**src/hdl/lobs_pkg.sv**
```systemverilog
// shared constants, codes and types for the least occupied bank selector
`default_nettype none

package lobs_pkg;

   // sizes
   localparam int NUM_BANKS  = 4;
   localparam int MASK_W     = 4;
   localparam int USED_BANKS = (NUM_BANKS < MASK_W) ? NUM_BANKS : MASK_W;
   localparam int IDX_W      = (USED_BANKS > 1) ? $clog2(USED_BANKS) : 1;
   localparam int USAGE_W    = 64;
   localparam int OP_W       = 2;
   localparam int COUNT_W    = 3;
   localparam int OVR_W      = 9;
   localparam int BANK_W     = 8;
   localparam int CSR_IDX_W  = 1;

   // operation codes
   localparam logic [OP_W-1:0] OP_QUERY   = 2'd0;
   localparam logic [OP_W-1:0] OP_RESERVE = 2'd1;
   localparam logic [OP_W-1:0] OP_FREE    = 2'd2;

   // register indexes
   localparam logic [CSR_IDX_W-1:0] CSR_BANK_COUNT    = 1'b0;
   localparam logic [CSR_IDX_W-1:0] CSR_OVERRIDE_BANK = 1'b1;

   // register reset values
   localparam logic [COUNT_W-1:0] BANK_COUNT_RESET = 3'd4;
   localparam logic [OVR_W-1:0]   OVERRIDE_NONE    = 9'h1FF;

   // sequencer states
   typedef enum logic [1:0] {
      ST_IDLE,
      ST_WALK,
      ST_RESULT
   } state_type;

   // sequencer to datapath control
   typedef struct packed {
      logic             load_item;
      logic             step;
      logic [IDX_W-1:0] idx;
      logic             load_result;
   } lobs_ctrl_type;

endpackage

`default_nettype wire

```
**src/hdl/lobs_datapath.sv**
```systemverilog
// usage counters, shared 64-bit add/subtract/compare unit and result register
`default_nettype none

module lobs_datapath
   import lobs_pkg::*;
(
   input  wire logic                clock,
   input  wire logic                reset,
   input  wire lobs_ctrl_type       ctl,
   input  wire logic [OP_W-1:0]     operation,
   input  wire logic [MASK_W-1:0]   bank_mask,
   input  wire logic [USAGE_W-1:0]  alloc_size,
   input  wire logic [COUNT_W-1:0]  bank_count,
   input  wire logic [OVR_W-1:0]    override_bank,
   output      logic [BANK_W-1:0]   chosen_bank,
   output      logic                empty_mask_error
);

   logic [OP_W-1:0]    op_ff;
   logic [MASK_W-1:0]  mask_ff;
   logic [USAGE_W-1:0] size_ff;
   logic [USAGE_W-1:0] usage_ff [USED_BANKS];
   logic               found_ff, found_in;
   logic [USAGE_W-1:0] best_ff, best_in;
   logic [IDX_W-1:0]   chosen_ff, chosen_in;
   logic [BANK_W-1:0]  rsp_bank_ff, rsp_bank_in;
   logic               rsp_err_ff, rsp_err_in;

   logic [USAGE_W-1:0] opnd_a, opnd_b;
   logic               do_sub;
   logic [USAGE_W:0]   sum;
   logic               less;
   logic [COUNT_W-1:0] limit;
   logic               eligible;
   logic               is_query, is_update, take;
   logic               no_override;

   // item registers
   always_ff @(posedge clock) begin
      if (ctl.load_item) begin
         op_ff   <= operation;
         mask_ff <= bank_mask;
         size_ff <= alloc_size;
      end
   end

   // banks in use and eligibility of the current bank
   assign limit     = (bank_count > COUNT_W'(USED_BANKS)) ? COUNT_W'(USED_BANKS) : bank_count;
   assign eligible  = mask_ff[ctl.idx] && (COUNT_W'(ctl.idx) < limit);
   assign is_query  = (op_ff == OP_QUERY);
   assign is_update = (op_ff == OP_RESERVE) || (op_ff == OP_FREE);

   // shared unit: a + b for reserve, a - b for free and compare
   assign opnd_a = usage_ff[ctl.idx];
   assign opnd_b = is_query ? best_ff : size_ff;
   assign do_sub = (op_ff != OP_RESERVE);
   assign sum    = {1'b0, opnd_a} + {1'b0, opnd_b ^ {USAGE_W{do_sub}}}
                   + {{USAGE_W{1'b0}}, do_sub};
   assign less   = !sum[USAGE_W];

   // running minimum
   assign take = ctl.step && is_query && eligible && (!found_ff || less);

   always_comb begin
      found_in  = found_ff;
      best_in   = best_ff;
      chosen_in = chosen_ff;
      if (ctl.load_item) begin
         found_in  = 1'b0;
         chosen_in = '0;
      end else if (take) begin
         found_in  = 1'b1;
         best_in   = opnd_a;
         chosen_in = ctl.idx;
      end
   end

   always_ff @(posedge clock) begin
      found_ff  <= found_in;
      best_ff   <= best_in;
      chosen_ff <= chosen_in;
   end

   // usage counters
   always_ff @(posedge clock) begin
      if (reset) begin
         for (int i = 0; i < USED_BANKS; i++) begin
            usage_ff[i] <= '0;
         end
      end else if (ctl.step && is_update && eligible) begin
         usage_ff[ctl.idx] <= sum[USAGE_W-1:0];
      end
   end

   // result formatting
   assign no_override = (override_bank == OVERRIDE_NONE);

   always_comb begin
      rsp_bank_in = rsp_bank_ff;
      rsp_err_in  = rsp_err_ff;
      if (ctl.load_result) begin
         rsp_bank_in = '0;
         rsp_err_in  = 1'b0;
         if (is_query) begin
            if (!no_override) begin
               rsp_bank_in = override_bank[BANK_W-1:0];
            end else if (mask_ff == '0) begin
               rsp_err_in = 1'b1;
            end else begin
               rsp_bank_in = BANK_W'(chosen_ff);
            end
         end
      end
   end

   always_ff @(posedge clock) begin
      rsp_bank_ff <= rsp_bank_in;
      rsp_err_ff  <= rsp_err_in;
   end

   assign chosen_bank      = rsp_bank_ff;
   assign empty_mask_error = rsp_err_ff;

endmodule

`default_nettype wire
```
**config.mk**
```make
export PLATFORM = sky130hd
export DESIGN_NAME = lobs_datapath
export DESIGN_NICKNAME = d
export VERILOG_FILES = /design/src/hdl/lobs_pkg.sv /design/src/hdl/lobs_datapath.sv
export SDC_FILE = /design/constraint.sdc
export NUM_CORES = 1
export LEC_CHECK = 0
export BUFFER_PORTS_ARGS = -buffer_cell sky130_fd_sc_hd__buf_2
export CAP_MARGIN = 0
export CORE_ASPECT_RATIO = 1.5
export CORE_MARGIN = 2
export CORE_UTILIZATION = 53
export DETAILED_ROUTE_END_ITERATION = 6
export GPL_ROUTABILITY_DRIVEN = 0
export PLACE_DENSITY = 0.69
export SYNTH_ARGS = -nofsm -noshare
export SYNTH_HDL_FRONTEND = slang
export SYNTH_SLANG_ARGS = --single-unit
```
**constraint.sdc**
```tcl
create_clock -name clock -period 10.1 [get_ports clock]
set_input_delay 1.515 -clock clock [delete_from_list [all_inputs] [get_ports clock]]
set_output_delay 1.515 -clock clock [all_outputs]
set_load 0.03 [all_outputs]
```
# Word level (Yosys, flattened, before mapping)
# Memories as Yosys holds them, arrays and structs flattened.
# Index checks and enable logic that the tools add are counted.
# word_totals
reg_bits	146
ramBits	256
in_bits	89
output_inout_bits	9
n_memories	1
# op_classes
n_addsub	2
n_lt_le_gt_ge	3
eq_ne	4
n_mux	15
bitwise	2
n_reduce_logical	15
# mem_list
memory	words	width	rd	rd_clocked_by_memory_dff	write_ports	line_no	source
usage_ff	4	64	1	0	4	lobs_datapath.sv:22	logic [USAGE_W-1:0] usage_ff [USED_BANKS];
# ops
operator	count
64-bit two-way mux	2
64-bit by 64-bit adder with 65-bit output	1
65-bit by 1-bit adder with 65-bit output	1
64-bit OR reduction	1
64-bit XOR	1
9-bit equality test, second input constant	1
1-bit two-way mux	8
8-bit two-way mux	1
1-bit logical AND	6
4-bit logical NOT	1
2-bit two-way mux	2
2-bit AND reduction	2
3-bit greater-than comparator, second input constant	1
2-bit by 3-bit less-than comparator with 1-bit output	1
2-bit by 3-bit less-than comparator with 1-bit output, second input constant	1
3-bit two-way mux	1
1-bit binary-select mux with 2-bit select	1
2-bit by 1-bit equality test with 1-bit output, second input constant	1
2-bit equality test, second input constant	1
1-bit logical NOT	2
2-bit logical NOT	1
1-bit logical OR	2
2-bit by 1-bit inequality test with 1-bit output, second input constant	1
1-bit NOT	1

# Longest topological paths before layout
# depth
depth_word	10
mapped_depth	18
depth_no_buf	13

# Least setup slack after synthesis
# No wires, ideal clock.
# synth_path
path_kind	input to register
startpoint	input ctl[1] (netlist name)
endpoint	register best_ff[0], enable pin
setup_time_ps	508
t_arrival_ps	8267
t_required_ps	9592
setup_slack_ps	1326
cell_stages	12
path_cell_list	buf_2 buf_1 buf_1 mux4_2 fa_1 a21o_1 a311oi_2 o21ai_1 o211ai_1 nand4_1 a311o_1 a21oi_1
# synth_between
elab_chain_cells	7
word_cells_on_any_way	12
# synth_lines
item	line_no	source
start: declaration	lobs_datapath.sv:9	input wire lobs_ctrl_type ctl,
memory 4 x 64 bit	--	
net opnd_a[1]	lobs_datapath.sv:29	logic [USAGE_W-1:0] opnd_a, opnd_b;
64-bit by 64-bit adder with 65-bit output	lobs_datapath.sv:57	assign sum = {1'b0, opnd_a} + {1'b0, opnd_b ^ {USAGE_W{do_sub}}}
65-bit by 1-bit adder with 65-bit output	lobs_datapath.sv:58	+ {{USAGE_W{1'b0}}, do_sub};
1-bit logical NOT	lobs_datapath.sv:59	assign less = !sum[USAGE_W];
1-bit logical OR	lobs_datapath.sv:62	assign take = ctl.step && is_query && eligible && (!found_ff || less);
1-bit logical AND	lobs_datapath.sv:62	
2-bit AND reduction (no line)	--	
end signal: assignment	lobs_datapath.sv:80	best_ff <= best_in;
end: declaration	lobs_datapath.sv:24	logic [USAGE_W-1:0] best_ff, best_in;
# The timed path passes the listed nets, and every way through them passes these cells. The select of a mux whose other input is x is not followed.
# A chain may end at the register's enable or synchronous reset.

# Worst setup path in the final report
# layout_path
startpoint	input ctl[1] (netlist name)
endpoint	register best_ff[20], enable pin
# The elaborated chain is that of the path after synthesis.

==> flow_summary.ini <==
[finish]
fin_util_pct = 59.4
final_area_um2 = 23300
antenna_cells = 0
area_growth_pct = 11.0
nets = 1884
layout-drive-gt1-share_pct = 16.7
stdcell_count = 2259

[global_routing]
grt_use_met2_pct = 48.2
grt_pass1_vias = 14600
gr-usage-met3_pct = 3.08
track_usage_pct = 25.6
use_met1_pct = 28.5
grt_pass1_wl_mm = 81.1
gr-total-overflow = 0
antenna_found_initial = 0
grt_max_degree = 75
gr-max-usage-layer = met2

[setup_path]
rr_worst_depth = 14
crit_fanout = 74
crit_end = best_ff[20]
critPathLaunch = ctl[1]
cp.required_ns = 10.28
worstPathArrival_ns = 6.24
crit_path_end_kind = flop
worstReg2RegEnd = best_ff[20]
critPathKind = in -> reg
worstSetupStartpointType = input pin
reg2reg_from = op_ff[1]
rrSetupSlack_ns = 4.26

[power_and_ir_drop]
power_mw = 4.60
powerDensity_nw_per_um2 = 197
switching_share_pct = 30.2
power_frac_comb_pct = 24.1
p_int_mw = 3.21
pwr-share-clk_pct = 33.3
switching_power_mw = 1.39
power_leakage_nw = 8.51
pwr-share-seq_pct = 42.5
ir_drop_mv = 0.167

[timing]
max_slew_margin_pct = 25.6
fin_crit_ns = 6.06
rsz0062_at_grt = false
worstMarginPinSlew_ns = 1.12
fmax_mhz = 165
slew_violations = 0
finClkSkew_ns = 0.0216
fin_crit_sh_pct = 60.0
setup_viol = 0
hold_viol_final = 0
finalSetupTns_ns = 0

[synth]
synth_flop_cell = edfxtp_1
yosysSeqAreaShare_pct = 57.4
synth_nets = 1818
netlist_top_cells_area = edfxtp_1 57%, mux4_2 7.0%, ha_1 3.9%
synth_area_leader_cell = edfxtp_1
ys_ff_latch = 402
synth_common_cells = 399 x edfxtp_1, 211 x nor2_1, 90 x a21oi_1
ys_types = 83
synth_area_per_cell_um2 = 12.6
synth_edf_count = 399
yosys_warnings = 0
async_flop_share_pct = 0
synthCells = 1662
synthMostInstantiatedCell = edfxtp_1
syn_area_um2 = 21000
synth_top_area_share_pct = 57.1

[floorplanning]
die-width_um = 166
ios = 98
core_um2 = 39200
die_height_um = 248
num_rows = 89
initial_utilization_pct = 53.5
dieArea_um2 = 41200

[drt]
drc_errors = 0
via_per_inst = 6.18
dr_total_vias = 14000
final_antenna_net_count = 0
wl_per_cell_um = 23.3
drt_wl_total_mm = 52.6
drtIter0Drc = 1030
firstDrtPassIters = 7

[run_status]
status = finished clean

[placed_design]
dp_hpwl_mm = 34.3
dp.cells = 2186
numPortBuffers = 97
dpl-instance-area_um2 = 21900

[cts]
clockRootBuffer = clkbuf_16
clk-insertion-delay-late_ns = 0.56
postCtsHoldBufs = 0
cts_tree = done
cts-resized-gates = 0
path_clk_slew_ns = 0.06
numClockSinks = 402
postCtsSetupBuffers = 0
cts_buffer_depth = 3
cts_made_buffers = 40
htree_levels = 2

[job]
max_cap_violations = 0

[min_path]
whs_path_depth = 2
hold_path_class = reg -> reg
registers in the layout, summed over array words and instances (netlist names):
register / count
found_ff: 1
chosen_ff: 2
size_ff: 64
usage_ff: 256
empty_mask_error: 1
best_ff: 64
mask_ff: 4
op_ff: 2
chosen_bank: 8
layout by cell type (no fill, tap or decap), drive strengths merged, types with 6 or more instances in the layout:
cell type and count:
clkinv 16, o21bai 15, or2 12, a31oi 10
mux2i 66, a21oi 90, nor3b 28, and3 12
nand2b 15, and2 11, inv 44, mux4 65
edfxtp 399, a21o 25, or3 7, nor2 211
o211ai 10, o2111ai 6, nand4 32, o31ai 7
ha 66, mux2 6, clkbuf 50, nand3 36
xnor2 89, o21a 22, nand2 85, nor3 54
xor2 17, nor4 9, buf 116, o21ai 65
power by group through the flow:
stage | clock network, mW | registers, mW | logic, mW
6_report | 1.53 | 1.96 | 1.11
5_1_grt | 1.61 | 1.96 | 1.21
4_1_cts | 1.56 | 1.96 | 1.10
3_5_place_dp | 0 | 1.99 | 1.09
3_3_place_gp | 0 | 1.99 | 1.08
2_1_floorplan | 0 | 1.98 | 0.799
kinds of logic after synthesis:
family	after synthesis	synth area share, %
AND/OR/NAND/NOR	525	11.9
flip-flops	402	57.4
AO/OA/AOI/OAI	290	9.26
multiplexers	137	10.5
buffers and inverters	135	2.52
XOR/XNOR	106	4.42
adder cells (fa/ha/maj)	67	4.03
per-stage QoR:
step	hold WS, ns	worst slack (ns)
6_report	0.452	4.04
5_1_grt	0.497	3.89
4_1_cts	0.450	4.11
3_5_place_dp	0.441	3.53
3_3_place_gp	0.437	3.64
2_1_floorplan	0.420	1.33
worst min path at each step:
stage	slack, ns	endpoint	start
4_1_cts	0.45	found_ff	found_ff
6_report	0.45	found_ff	found_ff
2_1_floorplan	0.42	found_ff	found_ff
3_3_place_gp	0.44	found_ff	found_ff
3_5_place_dp	0.44	found_ff	found_ff
5_1_grt	0.50	found_ff	found_ff
area by class of cell:
class,instances,area (um2)
flip-flops and latches,402,12000
inverters,43,163
repair buffers,116,648
multi-input cells,1125,8470
clock buffers,50,1080
clock inverters,23,260
fillers,3159,15900
well taps,500,626
critical path, stage by stage:
cell and delay, ns:
buf_4 0.09, buf_12 0.47, mux4_2 0.65, mux2_2 0.33, fa_1 0.40, a21o_1 0.21
a311oi_2 0.31, o21ai_1 0.25, o211ai_1 0.69, nand4_1 0.23, a311o_1 0.37, a21oi_4 0.14
buf_4 0.49
layer usage:
metal	wire length [um]	vias to the layer above	share of wire, %
li1	-	6413	-
met1	19300	6912	37
met2	28100	490	53
met3	2490	145	4.7
met4	2710	0	5.2
met5	0	-	0
Power figures use the tool's default switching activity.
