<file path="src/hdl/lobs_pkg.sv">
// shared constants, codes and types for the least occupied bank selector
`default_nettype none

package lobs_pkg;

   // sizes
   localparam int NUM_BANKS  = 4;
   localparam int MASK_W     = 4;
   localparam int USED_BANKS = (NUM_BANKS < MASK_W) ? NUM_BANKS : MASK_W;
   localparam int IDX_W      = (USED_BANKS > 1) ? $clog2(USED_BANKS) : 1;
   localparam int USAGE_W    = 64;
   localparam int OP_W       = 2;
   localparam int COUNT_W    = 3;
   localparam int OVR_W      = 9;
   localparam int BANK_W     = 8;
   localparam int CSR_IDX_W  = 1;

   // operation codes
   localparam logic [OP_W-1:0] OP_QUERY   = 2'd0;
   localparam logic [OP_W-1:0] OP_RESERVE = 2'd1;
   localparam logic [OP_W-1:0] OP_FREE    = 2'd2;

   // register indexes
   localparam logic [CSR_IDX_W-1:0] CSR_BANK_COUNT    = 1'b0;
   localparam logic [CSR_IDX_W-1:0] CSR_OVERRIDE_BANK = 1'b1;

   // register reset values
   localparam logic [COUNT_W-1:0] BANK_COUNT_RESET = 3'd4;
   localparam logic [OVR_W-1:0]   OVERRIDE_NONE    = 9'h1FF;

   // sequencer states
   typedef enum logic [1:0] {
      ST_IDLE,
      ST_WALK,
      ST_RESULT
   } state_type;

   // sequencer to datapath control
   typedef struct packed {
      logic             load_item;
      logic             step;
      logic [IDX_W-1:0] idx;
      logic             load_result;
   } lobs_ctrl_type;

endpackage

`default_nettype wire

</file>
<file path="src/hdl/lobs_ctrl.sv">
// sequencer: accepts a beat, walks the banks one per cycle, hands off the result
`default_nettype none

module lobs_ctrl
   import lobs_pkg::*;
(
   input  wire logic          clock,
   input  wire logic          reset,
   input  wire logic          req_valid,
   output      logic          req_ready,
   output      logic          rsp_valid,
   input  wire logic          rsp_ready,
   output      lobs_ctrl_type ctl
);

   state_type        state_ff, state_in;
   logic [IDX_W-1:0] idx_ff, idx_in;
   logic             rsp_valid_ff, rsp_valid_in;
   logic             last_bank;
   logic             accept;
   logic             out_free;

   assign last_bank = (idx_ff == IDX_W'(USED_BANKS - 1));
   assign accept    = req_valid && (state_ff == ST_IDLE);
   assign out_free  = !rsp_valid_ff || rsp_ready;

   // next state
   always_comb begin
      state_in = state_ff;
      case (state_ff)
         ST_IDLE: begin
            if (req_valid) state_in = ST_WALK;
         end
         ST_WALK: begin
            if (last_bank) state_in = ST_RESULT;
         end
         ST_RESULT: begin
            if (out_free) state_in = ST_IDLE;
         end
         default: state_in = ST_IDLE;
      endcase
   end

   // outputs
   always_comb begin
      req_ready       = 1'b0;
      ctl.load_item   = 1'b0;
      ctl.step        = 1'b0;
      ctl.load_result = 1'b0;
      ctl.idx         = idx_ff;
      case (state_ff)
         ST_IDLE: begin
            req_ready     = 1'b1;
            ctl.load_item = req_valid;
         end
         ST_WALK: begin
            ctl.step = 1'b1;
         end
         ST_RESULT: begin
            ctl.load_result = out_free;
         end
         default: begin
            req_ready = 1'b0;
         end
      endcase
   end

   // bank index counter
   always_comb begin
      idx_in = idx_ff;
      if (accept) begin
         idx_in = '0;
      end else if (ctl.step && !last_bank) begin
         idx_in = idx_ff + IDX_W'(1);
      end
   end

   // result valid flag
   always_comb begin
      rsp_valid_in = rsp_valid_ff;
      if (ctl.load_result) begin
         rsp_valid_in = 1'b1;
      end else if (rsp_ready) begin
         rsp_valid_in = 1'b0;
      end
   end

   always_ff @(posedge clock) begin
      if (reset) begin
         state_ff     <= ST_IDLE;
         idx_ff       <= '0;
         rsp_valid_ff <= 1'b0;
      end else begin
         state_ff     <= state_in;
         idx_ff       <= idx_in;
         rsp_valid_ff <= rsp_valid_in;
      end
   end

   assign rsp_valid = rsp_valid_ff;

endmodule

`default_nettype wire

</file>
<file path="config.mk">
export PLATFORM = sky130hd
export DESIGN_NAME = lobs_ctrl
export DESIGN_NICKNAME = d
export VERILOG_FILES = /design/src/hdl/lobs_pkg.sv /design/src/hdl/lobs_ctrl.sv
export SDC_FILE = /design/constraint.sdc
export NUM_CORES = 1
export LEC_CHECK = 0
export BUFFER_PORTS_ARGS = -buffer_cell sky130_fd_sc_hd__buf_4
export CAP_MARGIN = 10
export CORE_AREA = 2 2 39 41
export DETAILED_ROUTE_END_ITERATION = 10
export DIE_AREA = 0 0 41 43
export PLACE_DENSITY_LB_ADDON = 0.2
export SLEW_MARGIN = 20
export SYNTH_ARGS = -nofsm -noshare
export SYNTH_HDL_FRONTEND = slang
export SYNTH_SLANG_ARGS = --single-unit
</file>
<file path="constraint.sdc">
create_clock -name clock -period 3 [get_ports clock]
set_clock_uncertainty 0.15 [all_clocks]
set_input_delay 0.6 -clock clock [delete_from_list [all_inputs] [get_ports clock]]
set_output_delay 0.6 -clock clock [all_outputs]
set_load 0.05 [all_outputs]
</file>
Word level (Yosys, flattened, before mapping). Cells that the tools add are included.

Magnitude comparators: 0. Reductions and logical operators: 9. Equality and inequality tests: 6. $add $sub $neg: 1. Bitwise logic cells: 0. Mux-type cells: 10. Multiply operators: 0. Shift operators: 0. Divide/modulo/power cells: 0.

Operator list (number): $mux W1 (6); $mux W2 (3); $ne A2 B2 Y1 const B (3); $pmux W2 S3 (1); $eq A2 B2 Y1 const B (2); $reduce_and A3 Y1 (1); $add A2 B1 Y2 const B (1); $eq A2 B1 Y1 const B (1); $logic_and A1 B1 Y1 (2); $logic_not A1 Y1 (2); $logic_not A2 Y1 (1); $reduce_bool A2 Y1 (1); $reduce_or A2 Y1 (1); $logic_or A1 B1 Y1 (1).

Bits in read-only memories: 0. Memories: 0. Output and inout bits: 7. Latch bits: 0. Logic and storage cells: 29. Input bits: 4. Memory bits (writable): 0. Register bits after elaboration: 5.

Longest topological paths before layout. Gate-level depths: netlist (run 1).

Word-level depth: 4. Depth in mapped cells: 4. Depth with buffers taken out: 4.

Worst setup path before layout (run 1). OpenSTA, ideal clock, no wires.

Path kind: reg2out. Start: reg state_ff[1]. End: out ctl[4] in the netlist's numbering. Cell stages (with the launch flop): 4. Data required time: 2250 ps. Path buffers: 1. Path slack: 719 ps. Data arrival time: 1531 ps. Path through: dfxtp_1 -> nor2_1 -> and2_1 -> buf_4.

RTL lines: from (decl) (RTL line lobs_ctrl.sv:16) `state_type state_ff, state_in;`; from (signal assigned) (RTL line lobs_ctrl.sv:94) `state_ff <= state_in;`; to (decl) (RTL line lobs_ctrl.sv:13) `output lobs_ctrl_type ctl`.

==> results of run 1 <==
==> per-layer routing <==
| layer | wire length (um) | vias to the layer above | part of all wire [%] | track usage [%] |
|---|---|---|---|---|
| li1 | - | 105 | - | - |
| met1 | 186 | 83 | 42 | 8.36 |
| met2 | 212 | 7 | 48 | 5.94 |
| met3 | 45 | 0 | 10 | 3.14 |
| met4 | 0 | 0 | 0 | 10.0 |
| met5 | 0 | - | 0 | 0 |
==> state kept, by name, indices dropped and copies added (netlist names) <==
| register | count |
|---|---|
| rsp_valid | 1 |
| state_ff | 2 |
| idx_ff | 2 |
==> worst min-delay path by stage <==
stage	to
floorplan	state_ff[0]
global placement	rsp_valid
detailed placement	rsp_valid
CTS	rsp_valid
global route	rsp_valid
finish	rsp_valid
==> cells by family after synthesis <==
family          Yosys count  synth area share, %
simple gates             11                 32.2
fa+ha+maj                 1                 4.88
buf+inv                   3                 7.31
mux                       2                 7.81
xor+xnor                  1                 3.42
compound gates            2                 5.36
flops                     5                 39.0
==> power by group through the flow <==
stage | clock, mW | combinational [mW] | sequential, mW
final | 0.0762 | 0.0381 | 0.0716
after global routing | 0.0836 | 0.0403 | 0.0719
after detailed placement | 0 | 0.0385 | 0.0728
after global placement | 0 | 0.0382 | 0.0726
after floorplan | 0 | 0.0231 | 0.0772
after CTS | 0.0795 | 0.0386 | 0.0716
==> cell usage in the layout (no fill, tap or decap), drive strengths merged <==
master	instances
clkbuf	4
dfxtp	5
nand2b	2
nor3b	1
xnor2	1
mux2i	2
inv	1
a2bb2oi	1
a21oi	1
ha	1
buf	10
nor3	3
and2	1
nor2b	2
nor2	2
==> layout make-up <==
type	count	area share (%)
Inverter	1	1.03
Clock buffer	4	7.24
Sequential cell	5	27.6
Timing Repair Buffer	10	20.7
Tap cell	16	5.52
Multi-Input combinational cell	17	37.9
==> metrics by stage <==
step	setup slack, ps	hold WS, ps	instances	cell area [sq um]	total power, mW
after floorplan	719	370	25	256	0.100
after global placement	1070	360	49	337	0.111
after detailed placement	1060	363	49	337	0.111
after CTS	1060	373	53	363	0.190
after global routing	1000	420	53	363	0.196
final	1060	371	53	363	0.186
==> worst min-delay path, cell delays in order, from the launching register on <==
cell and delay, ps:
dfxtp_1 300, nand2b_1 100, a21oi_1 70
==> results.py, run 1 <==
metrics = {
    "logic_synthesis": {
        "synth_area_leaders": "dfxtp_1, mux2i_1, nor3_2",
        "synth_fp_nets": 30,
        "ys_seq_elements": 5,
        "syn_avg_cell_area_sq_um": 10.3,
        "synth_most_common_cell": "dfxtp_1",
        "syn_inst": 25,
        "ys.flop_type": "dfxtp_1",
        "async_flop_share_pct": 0,
        "synth_edf_count": 0,
        "yosysTopAreaCellShare_pct": 39.0,
        "yosysSeqAreaShare_pct": 39.0,
        "synthesis.area_sq_um": 256,
        "synthDistinctLibCells": 15,
        "yosysTopAreaCell": "dfxtp_1",
        "yosys_warnings": 0,
    },
    "floorplan": {
        "core_area_sq_um": 1380,
        "die-area_sq_um": 1760,
        "start_util_pct": 18.5,
        "row_count": 14,
        "die_h_um": 43,
        "die_w_um": 41,
        "top_level_ports": 11,
    },
    "power": {
        "swShare_pct": 27.8,
        "p_per_area_nw_per_um2": 512,
        "pwr-share-seq_pct": 38.5,
        "pwr-share-comb_pct": 20.5,
        "p_leak_nw": 0.155,
        "clkPwrFrac_pct": 41.0,
        "ir_drop_v": 0.000151,
        "power.switching_uw": 51.7,
        "intPower_uw": 134,
    },
    "sta": {
        "fin_setup_tns_ps": 0,
        "final.min_clock_period_ps": 1940,
        "fmax_mhz": 516,
        "max_slew_margin_pct": 85.8,
        "finalCritPeriodShare_pct": 64.6,
        "hold_viol": 0,
        "finalMaxSlewViolations": 0,
        "worstMarginPinSlew_ps": 213,
        "setup_viol": 0,
        "rsz0062_at_grt": "no",
    },
    "critical_path": {
        "path_cells": "buf_4 -> nand2b_1 -> nor2b_1 -> buf_4",
        "critPathSlowestCell": "buf_4",
        "crit_buf_inv": 2,
        "end_kind": "output pin",
        "path_depth": 4,
        "cp_slowest_stage_delay_ps": 180,
        "critPathRequiredTime_ps": 2250,
        "crit_end": "ctl[0]",
        "critical_path_arrival_ps": 1190,
        "critPathLaunch": "rsp_ready",
        "crit_family": "simple AND/OR/NAND/NOR gates",
        "r2r_cells": 4,
        "startpoint_type": "input port",
        "crit_type": "in -> out",
        "r2r-end": "idx_ff[1]",
        "regToRegStartpoint": "idx_ff[0]",
        "r2r_slack_ps": 1650,
        "cp_max_fo": 3,
        "crit_top_cell": "buf_4",
    },
    "run": {
        "cap_violations": 0,
    },
    "drt": {
        "drt-total-wl_um": 445,
        "first_pass_iters": 3,
        "wire_per_inst_um": 8.40,
        "detail-route-antenna-nets": 0,
        "avgViaCountPerCell": 3.68,
        "drc_errors": 0,
        "num_vias": 195,
        "drt_iter0_drc": 1,
    },
    "clock_network": {
        "clk_pin_slew_ps": 40,
        "numCtsBuffers": 3,
        "postCtsSetupBuffers": 0,
        "cts_tree": "built",
        "cts.sinks": 5,
        "cts_resized": 0,
        "clockBufferDepth": 2,
        "clk_latency_ps": 240,
        "ctsRootBufferMaster": "clkbuf_4",
        "h-tree-depth": 1,
        "hold_buffers": 0,
    },
    "cells_and_area": {
        "nets": 43,
        "ff_latch_area_sq_um": 100,
        "finalCoreUtilization_pct": 26.2,
        "drive_above_1_share_pct": 43.2,
        "area_growth_pct": 41.5,
        "n_fill_cell": 146,
        "multi_input_area_sq_um": 138,
        "n_antenna_cell": 0,
    },
    "hold_path": {
        "hp-class": "reg -> reg",
        "hold_path_depth": 2,
        "min_from": "rsp_valid",
    },
    "global_route": {
        "antenna_found_initial": 0,
        "grt_use_total_pct": 6.63,
        "overflow": 0,
        "grt_max_degree": 6,
        "grt_pass1_vias": 172,
        "grt_pass1_wl_um": 690,
    },
    "outcome": {
        "outcome": "complete, no violations",
    },
    "placement": {
        "numPortBuffers": 10,
        "gp_congestion": 0.671,
    },
}
(Power assumes the default switching activity.)
==> inputs of run 2 (changes only) <==
--- a/config.mk
+++ b/config.mk
@@ -5,6 +5,7 @@
 export SDC_FILE = /design/constraint.sdc
 export NUM_CORES = 1
 export LEC_CHECK = 0
+export ABC_AREA = 1
 export BUFFER_PORTS_ARGS = -buffer_cell sky130_fd_sc_hd__buf_4
 export CAP_MARGIN = 10
 export CORE_AREA = 2 2 39 41
==> constraint.sdc (replaced) <==
create_clock -name clock -period 1.8 [get_ports clock]
set_clock_uncertainty 0.15 [all_clocks]
set_input_delay 0.36 -clock clock [delete_from_list [all_inputs] [get_ports clock]]
set_output_delay 0.36 -clock clock [all_outputs]
set_load 0.05 [all_outputs]
==> results.py, run 2 <==
metrics = {
    "global_route": {
        "grt_pass1_vias": 194,
        "grt_pass1_wl_um": 717,
        "met1_usage_pct": 6.77,
        "use_met2_pct": 7.81,
        "top_usage_layer": "met3",
        "grt_use_total_pct": 6.83,
        "antenna_found_initial": 0,
        "grt_use_met3_pct": 8.38,
        "grt_max_degree": 6,
        "overflow": 0,
    },
    "logic_synthesis": {
        "synth_common_cells": "nand2_1, dfxtp_1, inv_1",
        "synth_edf_count": 0,
        "syn_inst": 34,
        "yosysSeqAreaShare_pct": 40.6,
        "ys_seq_elements": 5,
        "yosysTopAreaCellShare_pct": 40.6,
        "syn_avg_cell_area_sq_um": 7.25,
        "synthDistinctLibCells": 11,
        "synth_most_common_cell": "nand2_1",
        "yosysTopAreaCell": "dfxtp_1",
        "ys.flop_type": "dfxtp_1",
        "yosys_warnings": 0,
        "async_flop_share_pct": 0,
        "synthesis.area_sq_um": 246,
        "synth_area_leaders": "dfxtp_1, nand2_1, a21oi_1",
        "synth_fp_nets": 39,
    },
    "clock_network": {
        "postCtsSetupBuffers": 0,
        "hold_buffers": 0,
        "clk_pin_slew_ps": 40,
        "ctsRootBufferMaster": "clkbuf_4",
        "clockBufferDepth": 2,
        "cts.sinks": 5,
        "cts_resized": 0,
        "cts_tree": "built",
        "clk_latency_ps": 240,
        "h-tree-depth": 1,
        "numCtsBuffers": 3,
    },
    "critical_path": {
        "r2r-end": "idx_ff[1]",
        "cp_max_fo": 5,
        "startpoint_type": "flop",
        "critPathRequiredTime_ps": 1290,
        "regToRegStartpoint": "idx_ff[0]",
        "cp_slowest_stage_delay_ps": 430,
        "r2r_cells": 5,
        "crit_type": "reg -> out",
        "r2r_slack_ps": 640,
        "end_kind": "output pin",
        "critical_path_arrival_ps": 1100,
        "critPathSlowestCell": "dfxtp_1",
        "path_cells": "nand2_1 -> nor2_2 -> buf_4",
    },
    "cells_and_area": {
        "n_fill_cell": 153,
        "final_cell_mix": "buf_4, nand2_1, inv_1, dfxtp_1",
        "n_antenna_cell": 0,
        "area_growth_pct": 43.1,
        "fin_cells": 62,
        "mostFrequentLayoutCell": "buf_4",
        "nets": 52,
        "drive_above_1_share_pct": 39.1,
    },
    "drt": {
        "avgViaCountPerCell": 3.76,
        "num_vias": 233,
        "drt-total-wl_um": 479,
        "drc_errors": 0,
        "drt_iter0_drc": 3,
        "detail-route-antenna-nets": 0,
        "first_pass_iters": 2,
        "wire_per_inst_um": 7.73,
    },
    "power": {
        "p_per_area_nw_per_um2": 874,
        "p_leak_nw": 0.163,
        "ir_drop_v": 0.000309,
    },
    "placement": {
        "hpwl_um": 386,
        "gp_congestion": 0.627,
        "dpl.cell_count": 58,
        "dp_slack_ps": 379,
        "numPortBuffers": 10,
    },
    "hold_path": {
        "hold_path_depth": 2,
        "hp-class": "in -> reg",
        "min_from": "reset",
        "whs_endpoint": "state_ff[1]",
    },
    "sta": {
        "holdWs_ps": 135,
        "finalMaxSlewViolations": 0,
        "finalCritPeriodShare_pct": 89.5,
        "setup_viol": 0,
        "fin_setup_tns_ps": 0,
        "final.min_clock_period_ps": 1610,
        "fmax_mhz": 621,
        "timing.final.ws_setup_ps": 189,
        "max_slew_margin_pct": 85.5,
        "worstMarginPinSlew_ps": 216,
        "rsz0062_at_grt": "no",
        "hold_viol": 0,
    },
    "floorplan": {
        "die-area_sq_um": 1760,
        "start_util_pct": 17.8,
        "row_count": 14,
        "top_level_ports": 11,
        "core_area_sq_um": 1380,
        "die_h_um": 43,
        "die_w_um": 41,
    },
    "run": {
        "cap_violations": 0,
    },
    "outcome": {
        "outcome": "complete, no violations",
    },
}
run 2: worst max-delay path, delay by kind of cell, from the launching register on:
family | cells | cell delay [ps]
flip-flops | 1 | 430
buffers and inverters | 1 | 210
AND/OR/NAND/NOR | 2 | 220
run 2: cells by family after synthesis:
| logic type | synth area share [%] |
|---|---|
| and+or+nand+nor | 26.4 |
| buffers and inverters | 16.8 |
| AOI/OAI and AO/OA | 11.2 |
| DFF | 40.6 |
| adders and majority gates | 5.08 |
run 2: layout make-up:
| cell class | instances | area, sq um | share of cell area [%] |
|---|---|---|---|
| multi-input combinational | 20 | 105 | 29.8 |
| sequential | 5 | 100 | 28.4 |
| timing repair buffer | 10 | 75.1 | 21.3 |
| clock buffer | 4 | 26.3 | 7.45 |
| inverter | 7 | 26.3 | 7.45 |
| tap | 16 | 20.0 | 5.67 |
run 2: how the worst max path moves through the flow:
stage                           start      to  slack (ps)  depth (start not counted)
after floorplan           state_ff[1]  ctl[4]          80                          4
after global placement      rsp_ready  ctl[0]         400                          4
after detailed placement    rsp_ready  ctl[0]         380                          4
after CTS                 state_ff[1]  ctl[0]         180                          3
after global routing      state_ff[1]  ctl[0]         130                          3
final                     state_ff[1]  ctl[0]         190                          3
run 2: per-stage QoR:
| stage | utilization, % | power (mW) | area, sq um |
|---|---|---|---|
| global placement | 23.6 | 0.182 | 327 |
| detailed placement | 23.6 | 0.182 | 327 |
| global route | 25.5 | 0.332 | 353 |
| floorplan | - | 0.164 | 246 |
| CTS | 25.5 | 0.316 | 353 |
| finish | 25.5 | 0.308 | 353 |
run 2: metal layers:
metal,share of wire [%],up-vias,wire (um)
met2,44,9,212
li1,-,126,-
met4,0,0,0
met3,13,0,63
met1,42,98,203
met5,0,-,0
run 2: where the power goes:
part	total, mW	internal [mW]	switching [mW]	leakage (nW)
Sequential	0.119	0.115	0.00363	0.0407
Clock	0.129	0.0837	0.0452	0.0150
Combinational	0.0608	0.0196	0.0412	0.107
==> inputs of run 3 (changes only) <==
==> constraint.sdc (replaced) <==
create_clock -name clock -period 1.8 [get_ports clock]
set_clock_uncertainty 0.15 [all_clocks]
set_input_delay 0.18 -clock clock [delete_from_list [all_inputs] [get_ports clock]]
set_output_delay 0.18 -clock clock [all_outputs]
set_load 0.05 [all_outputs]
==> results.py, run 3 (synthesized netlist as in run 2, its figures left out) <==
metrics = {
    "outcome": {
        "outcome": "complete, no violations",
    },
    "critical_path": {
        "startpoint_type": "flop",
        "cp_slowest_stage_delay_ps": 430,
        "crit_type": "reg -> out",
        "critical_path_arrival_ps": 1110,
        "critPathSlowestCell": "dfxtp_1",
        "path_depth": 3,
        "crit_family": "flip-flops",
        "r2r_cells": 5,
        "critPathRequiredTime_ps": 1470,
        "path_cells": "nand2_1 -> nor2_2 -> buf_4",
        "end_kind": "output pin",
        "cp_max_fo": 5,
        "crit_buf_inv": 1,
    },
    "sta": {
        "hold_viol": 0,
        "final.min_clock_period_ps": 1440,
        "timing.final.ws_setup_ps": 363,
        "finalMaxSlewViolations": 0,
        "fmax_mhz": 696,
        "worstMarginPinSlew_ps": 219,
        "setup_viol": 0,
        "max_slew_margin_pct": 85.4,
        "rsz0062_at_grt": "no",
        "finalCritPeriodShare_pct": 79.8,
        "fin_setup_tns_ps": 0,
    },
    "hold_path": {
        "hp-class": "in -> reg",
        "hold_path_depth": 4,
    },
    "clock_network": {
        "cts.sinks": 5,
        "h-tree-depth": 1,
        "clockBufferDepth": 2,
        "ctsRootBufferMaster": "clkbuf_4",
        "postCtsSetupBuffers": 0,
        "numCtsBuffers": 3,
        "cts_tree": "built",
        "clk_latency_ps": 250,
        "clk_pin_slew_ps": 50,
    },
    "power": {
        "p_per_area_nw_per_um2": 880,
        "p_leak_nw": 0.167,
        "pwr-share-seq_pct": 37.1,
        "ir_drop_v": 0.000306,
        "intPower_uw": 220,
        "pwr-share-comb_pct": 19.7,
        "power.switching_uw": 99.2,
        "fin_total_pwr_uw": 319,
        "clkPwrFrac_pct": 43.2,
        "swShare_pct": 31.1,
    },
    "cells_and_area": {
        "n_fill_cell": 158,
        "final_cell_area_sq_um": 363,
        "area_growth_pct": 47.2,
        "multi_input_area_sq_um": 105,
        "ff_latch_area_sq_um": 100,
        "drive_above_1_share_pct": 38.3,
        "nets": 53,
        "fin_cells": 63,
        "final_cell_mix": "buf_4, nand2_1, inv_1, dfxtp_1",
        "mostFrequentLayoutCell": "buf_4",
        "n_antenna_cell": 0,
    },
    "drt": {
        "num_vias": 245,
        "detail-route-antenna-nets": 0,
        "drt_iter0_drc": 4,
        "first_pass_iters": 2,
        "drc_errors": 0,
        "avgViaCountPerCell": 3.89,
        "wire_per_inst_um": 8.40,
        "drt-total-wl_um": 529,
    },
    "placement": {
        "dpl.cell_count": 58,
        "gp_congestion": 0.708,
        "place_area_sq_um": 327,
        "hpwl_um": 387,
        "numPortBuffers": 10,
        "dp_slack_ps": 634,
    },
    "global_route": {
        "overflow": 0,
        "grt_pass1_vias": 200,
        "grt_pass1_wl_um": 759,
        "antenna_found_initial": 0,
        "grt_max_degree": 6,
        "grt_use_total_pct": 7.94,
    },
    "floorplan": {
        "start_util_pct": 17.8,
        "row_count": 14,
        "top_level_ports": 11,
        "die_w_um": 41,
        "die-area_sq_um": 1760,
        "die_h_um": 43,
        "core_area_sq_um": 1380,
    },
    "run": {
        "cap_violations": 0,
    },
}
run 3: cell count changes in the layout (fill, tap and decap cells not counted):
cell           delta
dlygate4sd3_1     +1
run 3: final timing paths:
check              start           to  slack [ps]
min            rsp_ready  state_ff[1]          70
max          state_ff[1]       ctl[0]         360
max reg2reg    idx_ff[0]    idx_ff[0]         650
min reg2reg    idx_ff[1]    idx_ff[1]         340
run 3: metrics by stage:
step	utilization (%)	hold slack, ps
floorplan	-	99.1
global placement	23.6	218
detailed placement	23.6	216
CTS	26.2	69.4
global route	26.2	94.8
finish	26.2	70.7
run 3: worst reg2reg max path, cell delays in order, from the launching register on:
cell and delay (ps):
dfxtp_1 330, ha_1 210, inv_1 90, nand3_1 120
nand2_1 80, a21oi_1 60
run 3: layout make-up:
| type | count | share of cell area [%] |
|---|---|---|
| multi-input combinational | 20 | 29.0 |
| sequential | 5 | 27.6 |
| timing repair buffer | 11 | 23.4 |
| clock buffer | 4 | 7.24 |
| inverter | 7 | 7.24 |
| tap | 16 | 5.52 |
run 3: what timing repair did:
| item | 4_1_cts | 5_1_grt |
|---|---|---|
| endpoints found under the setup margin | 0 | 0 |
| hold endpoints to repair | 2 | 0 |
| hold buffers | 1 | 0 |
| gates resized for setup | 0 | 0 |
run 3: routing by layer:
metal	wire (um)	vias up	part of all wire [%]	track usage [%]
met3	66	4	12	8.38
met2	204	9	39	7.81
met4	29	0	5.5	10.0
met1	228	101	43	7.42
met5	0	-	0	0
li1	-	131	-	-
run 3: power groups by stage:
stage               logic [mW]  registers [mW]  clock network (mW)
CTS                     0.0637           0.118               0.146
global placement        0.0615           0.121                   0
detailed placement      0.0617           0.120                   0
finish                  0.0629           0.118               0.138
global route            0.0673           0.119               0.149
floorplan               0.0383           0.126                   0
